==> src/rtl/npt_pkg.sv <==
`timescale 1ns / 1ps
`default_nettype none

package npt_pkg;

    // Event codes
    localparam logic CMD_START = 1'b0;
    localparam logic CMD_END   = 1'b1;

    // Result status codes
    typedef enum logic [2:0] {
        ST_OK       = 3'd0,
        ST_FULL     = 3'd1,
        ST_UNKNOWN  = 3'd2,
        ST_NOSTART  = 3'd3,
        ST_OVERFLOW = 3'd4
    } status_t;

    localparam logic [15:0] COUNT_MAX = 16'hFFFF;

    // Transaction travelling down the cell chain
    typedef struct packed {
        logic        valid;
        logic        command;
        logic [31:0] site_id;
        logic [63:0] timestamp;
        logic        found;
        status_t     status;
        logic        closed;
        logic [15:0] nesting;
        logic [31:0] call_total;
        logic [63:0] time_total;
        logic [63:0] elapsed;
    } token_t;

endpackage

`default_nettype wire

==> src/rtl/npt_cell.sv <==
`timescale 1ns / 1ps
`default_nettype none

module npt_cell
    import npt_pkg::*;
#(
    parameter int IDX_W  = 6,
    parameter int USED_W = 7
)
(
    input  wire logic              clk,
    input  wire logic              rst_n,
    input  wire logic              advance,
    input  wire logic [IDX_W-1:0]  cell_index,
    input  wire logic [USED_W-1:0] slots_used,
    input  wire token_t            tok_in,
    input  wire logic [IDX_W-1:0]  slot_in,
    output token_t                 tok_out,
    output logic [IDX_W-1:0]       slot_out,
    output logic                   claim
);

    // Slot state held by this cell
    logic [31:0] key_reg,   key_next;
    logic [15:0] count_reg, count_next;
    logic [63:0] start_reg, start_next;
    logic [63:0] time_reg,  time_next;
    logic [31:0] call_reg,  call_next;

    token_t           tok_reg,  tok_next;
    logic [IDX_W-1:0] slot_reg, slot_next;

    logic        used;
    logic        hit;
    logic        fresh;
    logic [15:0] count_inc;
    logic [15:0] count_dec;
    logic [63:0] elapsed;

    // Slot occupancy, match and claim decisions
    assign used  = slots_used > USED_W'(cell_index);
    assign hit   = tok_in.valid && !tok_in.found && used && (key_reg == tok_in.site_id);
    assign fresh = tok_in.valid && !tok_in.found && (slots_used == USED_W'(cell_index))
                   && (tok_in.command == CMD_START);
    assign count_inc = count_reg + 16'd1;
    assign count_dec = count_reg - 16'd1;
    assign elapsed   = tok_in.timestamp - start_reg;
    assign claim     = advance && fresh;

    // Event processing for the slot held here
    always_comb
    begin
        tok_next   = tok_in;
        slot_next  = slot_in;
        key_next   = key_reg;
        count_next = count_reg;
        start_next = start_reg;
        time_next  = time_reg;
        call_next  = call_reg;
        if (hit)
        begin
            tok_next.found      = 1'b1;
            tok_next.status     = ST_OK;
            tok_next.nesting    = count_reg;
            tok_next.call_total = call_reg;
            tok_next.time_total = time_reg;
            slot_next           = cell_index;
            if (tok_in.command == CMD_START)
            begin
                if (count_reg == COUNT_MAX)
                begin
                    tok_next.status = ST_OVERFLOW;
                end
                else
                begin
                    count_next       = count_inc;
                    tok_next.nesting = count_inc;
                    if (count_reg == 16'd0)
                    begin
                        start_next = tok_in.timestamp;
                    end
                end
            end
            else
            begin
                if (count_reg == 16'd0)
                begin
                    tok_next.status = ST_NOSTART;
                end
                else
                begin
                    count_next       = count_dec;
                    tok_next.nesting = count_dec;
                    if (count_reg == 16'd1)
                    begin
                        time_next           = time_reg + elapsed;
                        call_next           = call_reg + 32'd1;
                        tok_next.closed     = 1'b1;
                        tok_next.elapsed    = elapsed;
                        tok_next.time_total = time_reg + elapsed;
                        tok_next.call_total = call_reg + 32'd1;
                    end
                end
            end
        end
        else if (fresh)
        begin
            key_next            = tok_in.site_id;
            count_next          = 16'd1;
            start_next          = tok_in.timestamp;
            time_next           = 64'd0;
            call_next           = 32'd0;
            tok_next.found      = 1'b1;
            tok_next.status     = ST_OK;
            tok_next.nesting    = 16'd1;
            tok_next.call_total = 32'd0;
            tok_next.time_total = 64'd0;
            slot_next           = cell_index;
        end
    end

    // Slot storage
    always_ff @(posedge clk)
    begin
        if (advance)
        begin
            key_reg   <= key_next;
            count_reg <= count_next;
            start_reg <= start_next;
            time_reg  <= time_next;
            call_reg  <= call_next;
            slot_reg  <= slot_next;
        end
    end

    // Hand-off register to the next cell
    always_ff @(posedge clk or negedge rst_n)
    begin
        if (!rst_n)
        begin
            tok_reg <= '0;
        end
        else if (advance)
        begin
            tok_reg <= tok_next;
        end
    end

    assign tok_out  = tok_reg;
    assign slot_out = slot_reg;

endmodule

`default_nettype wire

==> config.mk <==
export PLATFORM = sky130hd
export DESIGN_NAME = npt_cell
export DESIGN_NICKNAME = d
export VERILOG_FILES = /design/src/rtl/npt_pkg.sv /design/src/rtl/npt_cell.sv
export SDC_FILE = /design/constraint.sdc
export NUM_CORES = 1
export LEC_CHECK = 0
export ABC_AREA = 1
export ABC_CLOCK_PERIOD_IN_PS = 27500
export BUFFER_PORTS_ARGS = -buffer_cell sky130_fd_sc_hd__clkbuf_2
export CELL_PAD_IN_SITES_DETAIL_PLACEMENT = 0
export CELL_PAD_IN_SITES_GLOBAL_PLACEMENT = 1
export CORE_MARGIN = 2
export CORE_UTILIZATION = 45
export CTS_BUF_LIST = sky130_fd_sc_hd__clkbuf_8
export DETAILED_ROUTE_END_ITERATION = 8
export PLACE_DENSITY_LB_ADDON = 0.1
export SLEW_MARGIN = 15
export SYNTH_ARGS = -nofsm -noshare
export SYNTH_HDL_FRONTEND = slang
export SYNTH_SLANG_ARGS = --single-unit
export TNS_END_PERCENT = 50
==> constraint.sdc <==
create_clock -name clk -period 27.5 [get_ports clk]
set_input_delay 1.375 -clock clk [delete_from_list [all_inputs] [get_ports clk]]
set_output_delay 1.375 -clock clk [all_outputs]
set_load 0.005 [all_outputs]
==> qor.yml <==
run_status:
  status: "complete, no violations"
timing:
  holdWs_ns: 0.4672
  fin_ws_ns: 21.84
  period_needed_ns: 5.657
  fin_setup_tns_ns: 0
  slew_viol_final: 0
  maxSlewHeadroom_pct: 28.46
  max_freq_mhz: 176.8
  fin_skew_ns: 0.03225
  hold_violations: 0
  fin_crit_sh_pct: 20.57
  rsz0062_at_grt: "false"
  max_slew.worst_pin.slew_ns: 1.073
  setup_viol: 0
yosys:
  synth_area_leader_cell: "dfrtp_1"
  synth_edf_count: 214
  synth_mux_area_share_pct: 0
  syn_avg_cell_area_sq_um: 7.289
  synthTopCellsByCount: "1226 x nand2_1, 655 x nor2_1, 544 x inv_1"
  synth-simple-area-share_pct: 29.03
  seq_area_frac_synth_pct: 41.37
  netlist.area_leader.share_pct: 21.54
  synth-compound-area-share_pct: 11.86
  ys_ff_latch: 493
  postSynthCellCount: 4447
  synthDistinctLibCells: 55
  synth_fp_nets: 4896
  synthAdderAreaFrac_pct: 5.760
  synth_xor_area_share_pct: 3.702
  yosys_warnings: 0
  syn_area_sq_um: 32410
  synth_top_family_by_area: "simple AND/OR/NAND/NOR gates"
  yosysMostFrequentCell: "nand2_1"
  async_flop_share_pct: 56.59
  synth_area_leaders: "dfrtp_1 22%, edfxtp_1 20%, nand2_1 14%"
  ys.flop_type: "dfrtp_1"
place:
  port_buffers: 586
  hpwl_um: 99830
  dp_slack_ns: 21.08
  place.gp.congestion: 1.010
route:
  drt_pass1_iterations: 6
  routedWlPerCell_um: 21.01
  wl_um: 126800
  route.detailed.drc: 0
  ant_nets: 0
  num_vias: 31880
  drt_iter0_markers: 2506
  detail_route.vias_per_cell: 5.281
cells_and_area:
  drive_gt1_share_pct: 15.70
  multi_input_area_sq_um: 16340
  seqCellArea_sq_um: 13410
  largest_reg_flops: 279
  final_util_pct: 53.08
  finalNetCount: 5458
  fillers: 7270
  syn_to_final_growth_pct: 16.87
clock_tree:
  cts_max_path_buffers: 3
  cts_tree: "built"
  cts-root-buf: "clkbuf_8"
  htreeDepth: 3
  cts_setup_buffers: 0
  hold_buffers: 0
  cts_buffers: 88
  post_cts_resized: 0
  clock_latency_ns: 0.73
  clock_sinks: 493
  cts.clk_slew.worst_paths_ns: 0.05
floorplanning:
  core_sq_um: 71360
  die_area_sq_um: 74190
  die_w_um: 272.4
  start_util_pct: 45.42
  die_h_um: 272.4
  fp-row-count: 98
  ios: 587
hold_path:
  hold_end: "tok_out[216]$_DFFE_PN0P_"
  holdPathStages: 2
  hp-start: "tok_out[216]$_DFFE_PN0P_"
  hold_path.class: "register to register"
grt:
  grt_max_degree: 160
  grtUsageTotal_pct: 33.64
  grt.overflow.total: 0
  antenna_found_initial: 11
  grt_pass1_wl_um: 190000
  grt_pass1_vias: 30870
worst_setup_path:
  crit_top_cell: "nor2_1"
  cp_max_fo: 80
  rr_endpoint: "tok_out[107]$_DFFE_PN0P_"
  crit_slowest_cell: "buf_4"
  setup.worst_path.class: "input pin to register"
  end_kind: "register"
  worstRegToRegCells: 26
  worstSetupStartpointType: "input pin"
  worst-r2r-setup-slack_ns: 22.46
  arrival_ns: 5.99
  max_stage_delay_ns: 0.78
  path_cells: "clkbuf_2 -> inv_1 -> ha_1 -> nand2_1 -> nor2_1 -> nand4_1 -> nand4_1 -> nor2_1 -> nand3_1 -> nor2_1 -> nand2_4 -> buf_4 -> inv_1 -> nor2_1 -> nor3b_2 -> buf_4 -> buf_4"
  required_ns: 27.83
  crit-reg2reg-launch: "start_reg[0]$_DFFE_PP_"
flow_run:
  drv_cap: 0
power:
  p_leak_uw: 0.01873
  p_per_area_nw_per_um2: 48.43
  peakVddDrop_uv: 42.46
==> per-layer routing <==
metal	vias to the layer above	GRT usage, %	wire, um
met5	-	0	39
met3	212	5.916	9178
met4	8	11.67	4457
li1	15520	-	-
met2	1178	56.41	59740
met1	14960	43.74	53410
==> cell type report <==
cell class | count | share of cell area [%]
multi-input cells | 3269 | 43.14
flip-flops and latches | 493 | 35.39
repair buffers | 604 | 8.218
inverters | 553 | 5.503
clock buffers | 104 | 3.779
well taps | 950 | 3.138
clock inverters | 59 | 0.7927
diodes | 5 | 0.03303
==> stage by stage <==
step	total power [uW]	std cells	cell area, sq um
5_1_grt	1918	6036	37880
4_1_cts	1849	6032	37870
6_report	1834	6037	37880
3_5_place_dp	1163	5869	36140
3_3_place_gp	1163	5869	36140
2_1_floorplan	1004	4447	32410
==> layout by cell type (no fill, tap or decap), drive strengths merged, types with 40 or more instances in the layout <==
master | Yosys | layout
a21oi | 298 | 298
clkbuf | 72 | 688
dfrtp | 279 | 279
edfxtp | 214 | 214
ha | 146 | 146
inv | 552 | 594
nand2 | 1230 | 1230
nand3 | 201 | 201
nand4 | 53 | 53
nor2 | 664 | 664
nor3 | 60 | 60
o21ai | 251 | 251
or2 | 40 | 40
xor2 | 104 | 104
==> logic make-up (layout without fill, tap and decap cells) <==
group	Yosys count	in the layout
xor gates and xnor gates	137	137
other	0	5
buffers and inverters	685	1320
adders and majority gates	148	148
and+or+nand+nor	2290	2290
AOI/OAI and AO/OA	694	694
DFF	493	493
==> worst max-delay path: cells and delay by family <==
family | cells | cell delay (ns)
adder cells (fa/ha/maj) | 1 | 0.33
buffers and inverters | 6 | 2.46
AND/OR/NAND/NOR | 10 | 1.77
==> power by group <==
group | leakage (uW) | internal, uW | switching (uW)
combinational | 0.0122 | 112 | 211
clock | 0.00103 | 348 | 336
sequential | 0.00546 | 804 | 23.5
total | 0.0187 | 1260 | 570
==> worst max path at each step <==
stage / slack [ns] / from / endpoint
global placement: 21.09 / cell_index[4] / time_reg[47]$_SDFFCE_PN0P_
CTS: 21.84 / cell_index[4] / time_reg[44]$_SDFFCE_PN0P_
finish: 21.84 / cell_index[4] / time_reg[44]$_SDFFCE_PN0P_
global route: 21.49 / cell_index[4] / time_reg[42]$_SDFFCE_PN0P_
floorplan: 17.15 / cell_index[2] / call_reg[0]$_SDFFCE_PN0P_
detailed placement: 21.08 / cell_index[4] / time_reg[47]$_SDFFCE_PN0P_
No activity file was read; power rests on OpenSTA's default activity.
